--- src/hdl/tog_pkg.sv ---
package tog_pkg;

  // Input operation codes
  localparam logic OP_CURSOR = 1'b0;
  localparam logic OP_TEXT   = 1'b1;

  // Configuration register indexes
  localparam logic [2:0] REG_FRAME_WIDTH  = 3'd0;
  localparam logic [2:0] REG_FRAME_HEIGHT = 3'd1;
  localparam logic [2:0] REG_COLOR_Y      = 3'd2;
  localparam logic [2:0] REG_COLOR_CB     = 3'd3;
  localparam logic [2:0] REG_COLOR_CR     = 3'd4;

  // Special glyph codes
  localparam logic [7:0] CODE_TAB     = 8'hFD;
  localparam logic [7:0] CODE_NEWLINE = 8'hFE;
  localparam logic [7:0] CODE_BLANK   = 8'hFF;
  localparam logic [7:0] HIGH_BANK    = 8'd100;

  // Geometry
  localparam logic [9:0]  WIDE_MIN   = 10'd400;
  localparam logic [9:0]  TALL_MIN   = 10'd300;
  localparam logic [15:0] CELL_W     = 16'd6;
  localparam logic [15:0] CELL_H     = 16'd7;
  localparam logic [15:0] TAB_STOP   = 16'd48;
  localparam logic [2:0]  LAST_ROW   = 3'd6;

  // Sequencer states
  typedef enum logic [2:0] {
    ST_IDLE,
    ST_TAB,
    ST_TAB_DONE,
    ST_SETUP,
    ST_ADDR,
    ST_FIRST,
    ST_EMIT
  } state_t;

  // Font ROM read request
  typedef struct packed {
    logic       en;
    logic       hi;
    logic [7:0] idx;
  } rom_req_t;

  // One pixel pair handed to the output stage
  typedef struct packed {
    logic       valid;
    logic [3:0] nib;
    logic       rpt;
    logic       last;
  } emit_t;

  // Text byte to glyph code
  localparam logic [7:0] CHAR_CODE [128] = '{
    8'h7A, 8'h7A, 8'h7A, 8'h7A, 8'h7A, 8'h7A, 8'h7A, 8'h7A,
    8'h7A, 8'hFD, 8'hFE, 8'h7A, 8'h7A, 8'h7A, 8'h7A, 8'h7A,
    8'hFF, 8'hFF, 8'hFF, 8'hFF, 8'hFF, 8'hFF, 8'hFF, 8'hFF,
    8'hFF, 8'hFF, 8'hFF, 8'hFF, 8'hFF, 8'hFF, 8'hFF, 8'hFF,
    8'hFF, 8'h29, 8'h64, 8'h65, 8'h66, 8'h2B, 8'h67, 8'h68,
    8'h25, 8'h26, 8'h69, 8'h2A, 8'h6A, 8'h27, 8'h2C, 8'h6B,
    8'h00, 8'h01, 8'h02, 8'h03, 8'h04, 8'h05, 8'h06, 8'h07,
    8'h08, 8'h09, 8'h24, 8'h6C, 8'h6D, 8'h6E, 8'h6F, 8'h28,
    8'h70, 8'h0A, 8'h0B, 8'h0C, 8'h0D, 8'h0E, 8'h0F, 8'h10,
    8'h11, 8'h12, 8'h13, 8'h14, 8'h15, 8'h16, 8'h17, 8'h18,
    8'h19, 8'h1A, 8'h1B, 8'h1C, 8'h1D, 8'h1E, 8'h1F, 8'h20,
    8'h21, 8'h22, 8'h23, 8'h71, 8'h72, 8'h73, 8'h74, 8'h75,
    8'hFF, 8'h7D, 8'h7E, 8'h7F, 8'h80, 8'h81, 8'h82, 8'h83,
    8'h84, 8'h85, 8'h86, 8'h87, 8'h88, 8'h89, 8'h8A, 8'h8B,
    8'h8C, 8'h8D, 8'h8E, 8'h8F, 8'h90, 8'h91, 8'h92, 8'h93,
    8'h94, 8'h95, 8'h96, 8'h76, 8'h77, 8'h78, 8'h79, 8'h7A
  };

endpackage

--- src/hdl/tog_font_rom.sv ---
module tog_font_rom
  import tog_pkg::*;
(
  input  logic        clk,
  input  rom_req_t    req,
  output logic [31:0] rd_data
);

  // Codes below 100: five glyphs share each group of seven row words
  localparam logic [31:0] FONT_LO [64] = '{
    32'h70871C30, 32'h8988A250, 32'h88808290, 32'h88830C90,
    32'h888402F8, 32'h88882210, 32'h71CF9C10, 32'hF9CF9C70,
    32'h8208A288, 32'hF200A288, 32'h0BC11C78, 32'h0A222208,
    32'h8A222208, 32'h71C21C70, 32'h23C738F8, 32'h5228A480,
    32'h8A282280, 32'h8BC822F0, 32'hFA282280, 32'h8A28A480,
    32'h8BC738F8, 32'hF9C89C08, 32'h82288808, 32'h82088808,
    32'hF2EF8808, 32'h82288888, 32'h82288888, 32'h81C89C70,
    32'h8A08A270, 32'h920DA288, 32'hA20AB288, 32'hC20AAA88,
    32'hA208A688, 32'h9208A288, 32'h8BE8A270, 32'hF1CF1CF8,
    32'h8A28A220, 32'h8A28A020, 32'hF22F1C20, 32'h82AA0220,
    32'h82492220, 32'h81A89C20, 32'h8A28A288, 32'h8A28A288,
    32'h8A289488, 32'h8A2A8850, 32'h894A9420, 32'h894AA220,
    32'h70852220, 32'hF8011000, 32'h08020800, 32'h10840400,
    32'h20040470, 32'h40840400, 32'h80020800, 32'hF8011000,
    32'h70800000, 32'h88822200, 32'h08820400, 32'h108F8800,
    32'h20821000, 32'h00022200, 32'h20800020, 32'h00000000
  };

  // Codes 100 and up
  localparam logic [31:0] FONT_HI [77] = '{
    32'h51421820, 32'h53E7A420, 32'h014A2C40, 32'h01471000,
    32'h0142AA00, 32'h03EAA400, 32'h01471A78, 32'h00000000,
    32'h50008010, 32'h20010820, 32'hF8020040, 32'h20420820,
    32'h50441010, 32'h00880000, 32'h00070E00, 32'h01088840,
    32'h78898820, 32'h004A8810, 32'h788A8810, 32'h01098808,
    32'h00040E04, 32'h70800620, 32'h11400820, 32'h12200820,
    32'h10001020, 32'h10000820, 32'h100F8820, 32'h70000620,
    32'h60070000, 32'h110F82A0, 32'h12AA8AE0, 32'h084F92A0,
    32'h100FBE1C, 32'h10089008, 32'h60070808, 32'h00000000,
    32'h02000200, 32'h7A078270, 32'h8BC81E88, 32'h8A2822F8,
    32'h9A282280, 32'h6BC79E78, 32'h30000000, 32'h48080810,
    32'h41E80000, 32'h422F1830, 32'hFBE88810, 32'h40288890,
    32'h43C89C60, 32'h81000000, 32'h81000000, 32'h990F3C70,
    32'hA10AA288, 32'hE10AA288, 32'hA10AA288, 32'h98CAA270,
    32'h00000000, 32'h00000020, 32'hF1EF1E20, 32'h8A28A0F8,
    32'h8A281C20, 32'hF1E80220, 32'h80283C38, 32'h00000000,
    32'h00000000, 32'h8A28B688, 32'h8A2A8888, 32'h8A2A8878,
    32'h894A8808, 32'h788536F0, 32'h00000000, 32'h00000000,
    32'hF8000000, 32'h10000000, 32'h20000000, 32'h40000000,
    32'hF8000000
  };

  logic [31:0] rom_q_r;

  // Registered read; rows past the end of a bank read as blank
  always_ff @(posedge clk) begin
    if (req.en) begin
      if (req.hi) begin
        rom_q_r <= (req.idx < 8'd77) ? FONT_HI[req.idx[6:0]] : 32'h0;
      end else begin
        rom_q_r <= (req.idx < 8'd64) ? FONT_LO[req.idx[5:0]] : 32'h0;
      end
    end
  end

  assign rd_data = rom_q_r;

endmodule

--- src/hdl/tog_seq.sv ---
module tog_seq
  import tog_pkg::*;
#(
  parameter int ADDR_BITS = 20
) (
  input  logic                 clk,
  input  logic                 rst_n,
  input  logic                 in_valid,
  output logic                 in_ready,
  input  logic                 in_op,
  input  logic [15:0]          in_start_x,
  input  logic [15:0]          in_start_y,
  input  logic [7:0]           in_char_code,
  input  logic [9:0]           frame_width,
  input  logic [9:0]           frame_height,
  output rom_req_t             rom_req,
  input  logic [31:0]          rom_data,
  input  logic                 out_free,
  output emit_t                emit,
  output logic [ADDR_BITS-1:0] pair_addr
);

  localparam logic [17:0] TAB_BIAS    = 18'd47;
  localparam logic [11:0] THIRD_RECIP = 12'd2731;

  state_t state_r, state_nxt;

  logic [15:0] cursor_x_r, cursor_y_r, line_start_r;
  logic [7:0]  code_r;
  logic        g_hi_r;
  logic [4:0]  q_r;
  logic [2:0]  col_sel_r;
  logic [ADDR_BITS-1:0] prod_r, row_addr_r, pix_addr_r;
  logic [2:0]  rd_row_r, row_r, k_r;
  logic [15:0] bits_r;
  logic [16:0] tab_rem_r;
  logic        tab_neg_r;

  // Frame geometry
  logic        wide, tall;
  logic [10:0] stride_sum, stride;
  logic [11:0] rowstep;

  assign wide       = frame_width >= WIDE_MIN;
  assign tall       = frame_height >= TALL_MIN;
  assign stride_sum = {1'b0, frame_width} + 11'd15;
  assign stride     = {stride_sum[10:4], 4'b0000};
  assign rowstep    = tall ? {stride, 1'b0} : {1'b0, stride};

  // Input decode
  logic       accept;
  logic [7:0] in_code;
  logic       is_glyph;

  assign accept   = in_valid && in_ready;
  assign in_code  = CHAR_CODE[in_char_code[6:0]];
  assign is_glyph = (in_code != CODE_TAB) && (in_code != CODE_NEWLINE) &&
                    (in_code != CODE_BLANK);

  // Tab remainder set-up: signed distance plus bias, split into sign and magnitude
  logic [17:0] tab_d, tab_d_neg;
  logic [16:0] tab_mag;
  logic [15:0] tab_new;

  assign tab_d     = {2'b00, cursor_x_r} - {2'b00, line_start_r} + TAB_BIAS;
  assign tab_d_neg = 18'd0 - tab_d;
  assign tab_mag   = tab_d[17] ? tab_d_neg[16:0] : tab_d[16:0];
  assign tab_new   = tab_neg_r ? (cursor_x_r + TAB_STOP + tab_rem_r[15:0])
                               : (cursor_x_r + TAB_STOP - tab_rem_r[15:0]);

  // Magnitude mod 48: low nibble kept, upper part mod 3 by reciprocal multiply
  logic [12:0] tab_hi, tab_q3, tab_m3;
  logic [24:0] tab_q_prod;
  logic [11:0] tab_q;
  logic [5:0]  tab_rem48;

  assign tab_hi     = tab_rem_r[16:4];
  assign tab_q_prod = {12'd0, tab_hi} * {13'd0, THIRD_RECIP};
  assign tab_q      = tab_q_prod[24:13];
  assign tab_q3     = {tab_q, 1'b0} + {1'b0, tab_q};
  assign tab_m3     = tab_hi - tab_q3;
  assign tab_rem48  = {tab_m3[1:0], tab_rem_r[3:0]};

  // Glyph number within its bank, then group (by reciprocal) and column slot
  logic [7:0]  g8;
  logic [6:0]  g7;
  logic [14:0] q_prod;
  logic [4:0]  q_calc;
  logic [6:0]  q_times5;
  logic [6:0]  col_calc;

  assign g8       = (code_r >= HIGH_BANK) ? (code_r - HIGH_BANK) : code_r;
  assign g7       = g8[6:0];
  assign q_prod   = {8'b0, g7} * 15'd205;
  assign q_calc   = q_prod[14:10];
  assign q_times5 = {q_calc, 2'b00} + {2'b00, q_calc};
  assign col_calc = g7 - q_times5;

  // Base address of the cell
  logic [26:0] prod27;
  logic [27:0] prod28;
  logic [16:0] cx_scaled;
  logic [ADDR_BITS-1:0] base_addr, next_row_addr;
  logic [7:0]  q7;

  assign prod27        = 27'(stride) * 27'(cursor_y_r);
  assign prod28        = tall ? {prod27, 1'b0} : {1'b0, prod27};
  assign cx_scaled     = wide ? {cursor_x_r, 1'b0} : {1'b0, cursor_x_r};
  assign base_addr     = prod_r + ADDR_BITS'(cx_scaled);
  assign next_row_addr = row_addr_r + ADDR_BITS'(rowstep);
  assign q7            = {q_r, 3'b000} - {3'b000, q_r};

  // ROM word to the 16-bit window of glyph bits for one row
  logic [5:0]  top6;
  logic [11:0] dup12;
  logic [15:0] row_bits;

  always_comb begin
    unique case (col_sel_r)
      3'd0:    top6 = rom_data[31:26];
      3'd1:    top6 = rom_data[25:20];
      3'd2:    top6 = rom_data[19:14];
      3'd3:    top6 = rom_data[13:8];
      3'd4:    top6 = rom_data[7:2];
      default: top6 = 6'b0;
    endcase
    for (int i = 0; i < 6; i++) begin
      dup12[2*i +: 2] = {2{top6[i]}};
    end
    row_bits = wide ? {1'b0, dup12, 3'b000} : {1'b0, top6, 9'b0};
  end

  logic k_end, row_last;

  assign k_end    = (k_r == (wide ? 3'd5 : 3'd2));
  assign row_last = (row_r == LAST_ROW);

  // Next state
  always_comb begin
    state_nxt = state_r;
    unique case (state_r)
      ST_IDLE: begin
        if (accept && in_op == OP_TEXT) begin
          if (in_code == CODE_TAB) begin
            state_nxt = ST_TAB;
          end else if (is_glyph) begin
            state_nxt = ST_SETUP;
          end
        end
      end
      ST_TAB:      state_nxt = ST_TAB_DONE;
      ST_TAB_DONE: state_nxt = ST_IDLE;
      ST_SETUP:    state_nxt = ST_ADDR;
      ST_ADDR:     state_nxt = ST_FIRST;
      ST_FIRST:    state_nxt = ST_EMIT;
      ST_EMIT: begin
        if (out_free && k_end && row_last) begin
          state_nxt = ST_IDLE;
        end
      end
      default:     state_nxt = ST_IDLE;
    endcase
  end

  // Outputs
  always_comb begin
    in_ready     = (state_r == ST_IDLE);
    rom_req.en   = (state_r == ST_ADDR) || (state_r == ST_FIRST) ||
                   ((state_r == ST_EMIT) && out_free && k_end && !row_last);
    rom_req.hi   = g_hi_r;
    rom_req.idx  = q7 + {5'b0, rd_row_r};
    emit.valid   = (state_r == ST_EMIT) && out_free;
    emit.nib     = bits_r[15:12];
    emit.rpt     = tall;
    emit.last    = row_last && k_end;
    pair_addr    = pix_addr_r;
  end

  // Control state and cursor
  always_ff @(posedge clk) begin
    if (!rst_n) begin
      state_r      <= ST_IDLE;
      cursor_x_r   <= '0;
      cursor_y_r   <= '0;
      line_start_r <= '0;
    end else begin
      state_r <= state_nxt;
      if (state_r == ST_IDLE && accept) begin
        if (in_op == OP_CURSOR) begin
          cursor_x_r   <= in_start_x;
          line_start_r <= in_start_x;
          cursor_y_r   <= in_start_y;
        end else if (in_code == CODE_NEWLINE) begin
          cursor_x_r <= line_start_r;
          cursor_y_r <= cursor_y_r + CELL_H;
        end else if (in_code == CODE_BLANK) begin
          cursor_x_r <= cursor_x_r + CELL_W;
        end
      end
      if (state_r == ST_ADDR) begin
        cursor_x_r <= cursor_x_r + CELL_W;
      end
      if (state_r == ST_TAB_DONE) begin
        cursor_x_r <= tab_new;
      end
    end
  end

  // Datapath
  always_ff @(posedge clk) begin
    unique case (state_r)
      ST_IDLE: begin
        code_r    <= in_code;
        tab_rem_r <= tab_mag;
        tab_neg_r <= tab_d[17];
      end
      ST_TAB: begin
        tab_rem_r <= {11'd0, tab_rem48};
      end
      ST_SETUP: begin
        g_hi_r    <= (code_r >= HIGH_BANK);
        q_r       <= q_calc;
        col_sel_r <= col_calc[2:0];
        prod_r    <= ADDR_BITS'(prod28);
        rd_row_r  <= 3'd0;
      end
      ST_ADDR: begin
        row_addr_r <= base_addr;
        pix_addr_r <= base_addr;
        rd_row_r   <= rd_row_r + 3'd1;
        row_r      <= 3'd0;
        k_r        <= 3'd0;
      end
      ST_FIRST: begin
        bits_r   <= row_bits;
        rd_row_r <= rd_row_r + 3'd1;
      end
      ST_EMIT: begin
        if (out_free) begin
          if (k_end) begin
            k_r <= 3'd0;
            if (!row_last) begin
              // next row: its word was prefetched at the previous row load
              row_r      <= row_r + 3'd1;
              row_addr_r <= next_row_addr;
              pix_addr_r <= next_row_addr;
              bits_r     <= row_bits;
              rd_row_r   <= rd_row_r + 3'd1;
            end
          end else begin
            k_r        <= k_r + 3'd1;
            pix_addr_r <= pix_addr_r + ADDR_BITS'(2);
            bits_r     <= {bits_r[13:0], 2'b00};
          end
        end
      end
      default: begin
        k_r <= 3'd0;
      end
    endcase
  end

endmodule

--- src/hdl/tog_out.sv ---
module tog_out
  import tog_pkg::*;
#(
  parameter int ADDR_BITS = 20
) (
  input  logic                 clk,
  input  logic                 rst_n,
  input  emit_t                emit,
  input  logic [ADDR_BITS-1:0] pair_addr,
  input  logic [7:0]           color_y,
  input  logic [7:0]           color_cb,
  input  logic [7:0]           color_cr,
  output logic                 out_free,
  output logic                 out_valid,
  input  logic                 out_ready,
  output logic [19:0]          out_pixel_index,
  output logic [15:0]          out_left_value,
  output logic [15:0]          out_right_value,
  output logic                 out_repeat_next_row,
  output logic                 out_last
);

  localparam int EXT_W = (ADDR_BITS > 20) ? ADDR_BITS : 20;
  localparam logic [7:0] QTR_OFF  = 8'd32;
  localparam logic [7:0] HALF_OFF = 8'd64;

  logic        out_valid_r;
  logic [19:0] index_r;
  logic [15:0] left_r, right_r;
  logic        rpt_r, last_r;

  // Chroma blend from the bit under the pixel and its neighbors
  logic        b31, b30, b29, b28;
  logic [7:0]  cb2, cb4, cr2, cr4, cb_sum, cr_sum;
  logic [15:0] left_val, right_val;
  logic [EXT_W-1:0] addr_ext;

  assign b31 = emit.nib[3];
  assign b30 = emit.nib[2];
  assign b29 = emit.nib[1];
  assign b28 = emit.nib[0];
  assign cb2 = {1'b0, color_cb[7:1]};
  assign cb4 = {2'b00, color_cb[7:2]};
  assign cr2 = {1'b0, color_cr[7:1]};
  assign cr4 = {2'b00, color_cr[7:2]};

  assign cb_sum = (b31 ? cb4 : QTR_OFF) + (b30 ? cb2 : HALF_OFF) + (b29 ? cb4 : QTR_OFF);
  assign cr_sum = (b30 ? cr4 : QTR_OFF) + (b29 ? cr2 : HALF_OFF) + (b28 ? cr4 : QTR_OFF);

  assign left_val  = {(b30 ? color_y : 8'h00), cb_sum};
  assign right_val = {(b29 ? color_y : 8'h00), cr_sum};
  assign addr_ext  = EXT_W'(pair_addr);

  // Output register: a new pair loads when the slot is empty or being drained
  assign out_free = !out_valid_r || out_ready;

  always_ff @(posedge clk) begin
    if (!rst_n) begin
      out_valid_r <= 1'b0;
    end else if (emit.valid) begin
      out_valid_r <= 1'b1;
    end else if (out_ready) begin
      out_valid_r <= 1'b0;
    end
  end

  always_ff @(posedge clk) begin
    if (emit.valid) begin
      index_r <= addr_ext[19:0];
      left_r  <= left_val;
      right_r <= right_val;
      rpt_r   <= emit.rpt;
      last_r  <= emit.last;
    end
  end

  assign out_valid           = out_valid_r;
  assign out_pixel_index     = index_r;
  assign out_left_value      = left_r;
  assign out_right_value     = right_r;
  assign out_repeat_next_row = rpt_r;
  assign out_last            = last_r;

endmodule

--- src/hdl/text_overlay_glyph_renderer_core.sv ---
// Glyph: the sequencer passes setup, address and first-row states, then sends one
// pair per cycle while the output stage is free (21 pairs, 42 in wide frames); input
// is ready again when the last pair enters the output register. The font ROM read
// port and the pair sequencer set that pace. Tab: remainder by reciprocal multiply.
// Synchronous active-low reset clears cursor, sequencer, output valid and sets
// the color and frame registers to their defaults.
module text_overlay_glyph_renderer_core
  import tog_pkg::*;
#(
  parameter int ADDR_BITS = 20
) (
  input  logic        clk,
  input  logic        rst_n,
  input  logic        in_valid,
  output logic        in_ready,
  input  logic        in_op,
  input  logic [15:0] in_start_x,
  input  logic [15:0] in_start_y,
  input  logic [7:0]  in_char_code,
  output logic        out_valid,
  input  logic        out_ready,
  output logic [19:0] out_pixel_index,
  output logic [15:0] out_left_value,
  output logic [15:0] out_right_value,
  output logic        out_repeat_next_row,
  output logic        out_last,
  input  logic        cfg_we,
  input  logic [2:0]  cfg_index,
  input  logic [9:0]  cfg_data
);

  logic [9:0] frame_width_r, frame_height_r;
  logic [7:0] color_y_r, color_cb_r, color_cr_r;

  // Configuration registers
  always_ff @(posedge clk) begin
    if (!rst_n) begin
      frame_width_r  <= 10'd0;
      frame_height_r <= 10'd0;
      color_y_r      <= 8'd235;
      color_cb_r     <= 8'd128;
      color_cr_r     <= 8'd128;
    end else if (cfg_we) begin
      unique case (cfg_index)
        REG_FRAME_WIDTH:  frame_width_r  <= cfg_data;
        REG_FRAME_HEIGHT: frame_height_r <= cfg_data;
        REG_COLOR_Y:      color_y_r      <= cfg_data[7:0];
        REG_COLOR_CB:     color_cb_r     <= cfg_data[7:0];
        REG_COLOR_CR:     color_cr_r     <= cfg_data[7:0];
        default: ;
      endcase
    end
  end

  rom_req_t             rom_req;
  logic [31:0]          rom_data;
  emit_t                emit;
  logic [ADDR_BITS-1:0] pair_addr;
  logic                 out_free;

  tog_font_rom u_rom (
    .clk     (clk),
    .req     (rom_req),
    .rd_data (rom_data)
  );

  tog_seq #(.ADDR_BITS(ADDR_BITS)) u_seq (
    .clk          (clk),
    .rst_n        (rst_n),
    .in_valid     (in_valid),
    .in_ready     (in_ready),
    .in_op        (in_op),
    .in_start_x   (in_start_x),
    .in_start_y   (in_start_y),
    .in_char_code (in_char_code),
    .frame_width  (frame_width_r),
    .frame_height (frame_height_r),
    .rom_req      (rom_req),
    .rom_data     (rom_data),
    .out_free     (out_free),
    .emit         (emit),
    .pair_addr    (pair_addr)
  );

  tog_out #(.ADDR_BITS(ADDR_BITS)) u_out (
    .clk                 (clk),
    .rst_n               (rst_n),
    .emit                (emit),
    .pair_addr           (pair_addr),
    .color_y             (color_y_r),
    .color_cb            (color_cb_r),
    .color_cr            (color_cr_r),
    .out_free            (out_free),
    .out_valid           (out_valid),
    .out_ready           (out_ready),
    .out_pixel_index     (out_pixel_index),
    .out_left_value      (out_left_value),
    .out_right_value     (out_right_value),
    .out_repeat_next_row (out_repeat_next_row),
    .out_last            (out_last)
  );

endmodule

--- config.mk ---
export PLATFORM = sky130hd
export DESIGN_NAME = text_overlay_glyph_renderer_core
export DESIGN_NICKNAME = d
export VERILOG_FILES = /design/src/hdl/tog_pkg.sv /design/src/hdl/tog_font_rom.sv /design/src/hdl/tog_seq.sv /design/src/hdl/tog_out.sv /design/src/hdl/text_overlay_glyph_renderer_core.sv
export SDC_FILE = /design/constraint.sdc
export NUM_CORES = 1
export LEC_CHECK = 0
export BUFFER_PORTS_ARGS = -buffer_cell sky130_fd_sc_hd__clkbuf_2
export CORE_MARGIN = 4
export CORE_UTILIZATION = 40
export DETAILED_ROUTE_END_ITERATION = 6
export MAX_ROUTING_LAYER = met4
export PLACE_DENSITY = 0.58
export SLEW_MARGIN = 5
export SYNTH_ARGS = -nofsm -noshare
export SYNTH_HDL_FRONTEND = slang
export SYNTH_SLANG_ARGS = --single-unit
--- constraint.sdc ---
create_clock -name clk -period 6.6 [get_ports clk]
set_clock_uncertainty 0.1 [all_clocks]
set_input_delay 0.33 -clock clk [delete_from_list [all_inputs] [get_ports clk]]
set_output_delay 0.33 -clock clk [all_outputs]
set_load 0.05 [all_outputs]
==> summary.md <==
| Metric | Value |
|---|---|
| Top_reg_cell synth | edfxtp_1 |
| Max_cap viols | 0 |
| Die Ht | about 270 um |
| Normalized max-slew margin | 0.244 |
| Post-Route Setup TNS | 0 ns |
| Nets@finish | around 3.7k |
| CTS tree | yes |
| RSZ-0062 raised after global routing | no |
| Crit share post-route | 0.931 |
| Clk sink count | roughly 280 |
| Longest Clk Path Bufs | 3 |
| Crit path kind | flip-flop to flip-flop |
| Number of global-route vias before repair | approximately 22k |
| Post-Syn Area | 0.0269 mm^2 |
| FF-to-FF End | u_seq.prod_r[18] |
| Final Worst Setup Slack | about 0.46 ns |
| Yosys cell types | between 90 and 100 |
| Synthesized instance count | roughly 3.2k |
| Syn_area_per_cell | 8.32 um^2 |
| Leakage | between 10 and 15 nW |
| Hold Startpoint | in_start_y[12] |
| Status | completed |
| Top-area cell type share of the netlist area | 0.212 |
| Via Count | around 24k |
| Cts bufs inserted | 35 |
| Hold endpoint | u_seq.cursor_y_r[12] |
| Sw frac | 0.449 |
| Htree depth | 2 |
| Grt total ovfl | 0 |
| Clock transition at path regs | 0.06 ns |
| Clock root buffer | clkbuf_16 |
| Pwr Density | between 400 and 500 mW/mm^2 |
| Reg2Reg Setup Slack | around 0.46 ns |
| Setup violations, final | 0 |
| Dpl hpwl | between 50000 and 60000 um |
| Crit path DAT | between 6 and 7 ns |
| Starting density of the core | 0.406 |
| Sw Pwr | 5.86 mW |
| Initial antenna violation count | 3 |
| Synth area leader | edfxtp_1 |
| Post-CTS Setup Inserts | 0 |
| Drt total wl | 79400 um |
| I/O Pins | about 120 |
| FILL cells | 6602 |
| Worst setup EP type | flip-flop |
| Residual DRC count | 0 |
| CP max FO | 7 |
| Final Hold Vio Count | 0 |
| Port Buffers | around 110 |
| Yosys reg bits | between 200 and 300 |
| First-pass GRT wire length | approximately 130000 um |
| Comb pwr share | 0.665 |
| DIE AREA | 0.0715 mm^2 |
| Worst vdd ir | 1.14 mV |
| Worst setup SP type | flip-flop |
| Clk Latency, worst-skew pair | around 0.56 ns |
| Hold crit path type | input pin to flip-flop |
| Least-Margin Pin Slew | 1.13 ns |
| Yosys warns | 0 |
| Reg power frac | 0.182 |
| Critical Path RT | 6.79 ns |
| Post-Place Worst Slack | ~0.28 ns |
| Largest net degree at the start of global routing | 63 |
| Clock share of power | 0.153 |
| Number of enable flip-flop cells after synthesis | 190 |
| Multi-input logic area | between 0.015 and 0.02 mm^2 |
| FFs w/ async S/R, synth | 0 |
| Cell-internal power | ~7 mW |
| Synth area leaders | edfxtp_1 21%, ha_1 10%, fa_1 8.1%, dfxtp_1 6.8%, nand2_1 5.4% |
| Hold path depth | 3 |
| Share of layout cells above drive strength 1 | 0.0932 |
| Fin. max-slew vios | 0 |
| Core area | approximately 0.066 mm^2 |
| Area grow syn2layout | 11.1% |
| Reg2reg path depth | 27 |
| # rows | 94 |
| Gr usage total | 0.225 |
| Die X | about 270 um |
| WL per Instance | about 19 um |
| Post-route ant nets | 0 |
| Post-Syn Nets | between 3k and 4k |
| R2R Path Start | frame_width_r[0] |
| Post-synthesis sequential area ratio | 0.281 |
| Starting DRT DRC Count | roughly 2.2k |
| Hold Slack | about 0.032 ns |
| DR pass1 iterations | 5 |
| Via/cell ratio | between 5 and 6 |
| Peak Freq | 0.163 GHz |
| GP Congestion | 0.989 |
| Reg area | 0.00755 mm^2 |
| Fin crit period | between 6 and 7 ns |
[routing by layer]
layer,track usage,share of wire,vias up
met4,0.0737,0.033,0
met5,-,0,-
met2,0.345,0.45,861
li1,-,-,11400
met1,0.309,0.45,11100
met3,0.0324,0.070,159
[critical path, cell delays in order, from the launching register on]
cell      delay [ns]
dfxtp_1         0.33
nor4_4          0.33
nor2b_1         0.08
buf_4           0.17
nand3_1         0.16
buf_4           0.15
xor2_1          0.08
buf_4           0.19
nand2b_1        0.17
fa_1            0.56
inv_1           0.04
ha_1            0.28
ha_1            0.27
inv_1           0.05
fa_1            0.53
inv_1           0.04
ha_1            0.33
a21o_1          0.20
a21oi_1         0.23
o21bai_1        0.10
a21oi_1         0.22
o21ai_0         0.10
and2_1          0.17
o21a_1          0.18
o21a_1          0.19
o41ai_2         0.23
xnor2_1         0.11
mux2_2          0.26
[state kept, by name, indices dropped and copies added (netlist names), 5 cells and up]
signal,count
color_cb_r,7
color_cr_r,7
color_y_r,8
frame_height_r,8
frame_width_r,10
u_out.out_left_value,16
u_out.out_pixel_index,20
u_out.out_right_value,16
u_rom.rd_data,26
u_seq.bits_r,10
u_seq.code_r,8
u_seq.cursor_x_r,16
u_seq.cursor_y_r,16
u_seq.line_start_r,16
u_seq.pair_addr,20
u_seq.prod_r,16
u_seq.q_r,5
u_seq.row_addr_r,20
u_seq.tab_rem_r,17
[how the worst max path moves through the flow]
| stage | cells after the start | startpoint | slack (ns) | end |
|---|---|---|---|---|
| 3_5_place_dp | 27 | frame_width_r[0] | 0.28 | u_seq.prod_r[18] |
| 6_report | 27 | frame_width_r[0] | 0.46 | u_seq.prod_r[18] |
| 3_3_place_gp | 26 | frame_width_r[0] | 0.24 | u_seq.prod_r[18] |
| 5_1_grt | 26 | frame_width_r[1] | 0.06 | u_seq.prod_r[18] |
| 2_1_floorplan | 25 | frame_width_r[0] | 0.53 | u_seq.prod_r[18] |
| 4_1_cts | 26 | frame_width_r[0] | 0.20 | u_seq.prod_r[18] |
[synthesized netlist by cell type, types with 13 or more instances]
library cell	instances
nand3_1	86
a22oi_1	17
o21a_1	16
o21bai_1	18
a211oi_1	35
dfxtp_1	92
edfxtp_1	190
xnor2_1	139
xor2_1	71
a221oi_1	21
o31ai_1	17
nor2b_1	73
nand2b_1	36
buf_2	13
and2_1	48
mux2_2	27
nor3_1	49
o211ai_1	33
mux2i_1	32
inv_1	256
o22ai_1	40
or3_1	18
nand2_1	385
ha_1	219
a21o_1	34
and3_1	38
o221ai_1	16
nor2_1	267
clkbuf_1	165
a31oi_1	42
a21oi_1	257
fa_1	109
o21ai_0	199
[placed cells by master (no fill, tap or decap), types with 61 or more instances in the layout]
cell | netlist | final
inv_1 | 256 | 255
clkbuf_2 | 0 | 113
fa_1 | 109 | 109
edfxtp_1 | 190 | 190
ha_1 | 219 | 219
o21ai_0 | 199 | 199
nand2_1 | 385 | 385
xor2_1 | 71 | 68
dfxtp_1 | 92 | 92
xnor2_1 | 139 | 135
a21oi_1 | 257 | 255
buf_4 | 2 | 61
nor2_1 | 267 | 264
nor2b_1 | 73 | 73
nand3_1 | 86 | 86
[cell type report]
cell class,count,share of cell area
Multi-Input combinational cell,2498,0.595
Sequential cell,282,0.253
Timing Repair Buffer,201,0.0433
Tap cell,864,0.0362
Inverter,260,0.0327
Clock buffer,44,0.0315
Clock inverter,20,0.00854
Antenna cell,2,0.000168
[kinds of logic (layout without fill, tap and decap cells)]
group	after synthesis	after routing	synth area share
compound gates	847	847	0.198
xor+xnor	210	210	0.0684
fa+ha+maj	328	328	0.183
buf+inv	453	525	0.0644
flops	282	282	0.281
mux	61	61	0.0249
other cells	0	2	0
simple gates	1052	1052	0.181
[power groups by stage]
stage / Clock, mW / Combinational, mW / Sequential [mW]
detailed placement: 0 / 8.62 / 2.41
CTS: 2.06 / 8.72 / 2.37
global route: 2.13 / 9.87 / 2.39
floorplan: 0 / 7.10 / 2.29
finish: 2.00 / 8.69 / 2.37
global placement: 0 / 8.52 / 2.40
[timing repair]
item,CTS,global route
hold buffers,27,0
endpoints found under the hold margin,50,0
setup endpoints to repair,0,2
resized for setup,0,4
[per-stage QoR]
stage / util / std cells / cell area (um^2) / power (mW)
after global routing: 0.451 / 4171 / 29900 / 14.4
final: 0.451 / 4171 / 29900 / 13.1
after floorplan: - / 3233 / 26900 / 9.39
after global placement: 0.429 / 4078 / 28400 / 10.9
after CTS: 0.451 / 4169 / 29800 / 13.1
after detailed placement: 0.429 / 4078 / 28400 / 11.0
Note: power is estimated with default switching activity, not from simulation.
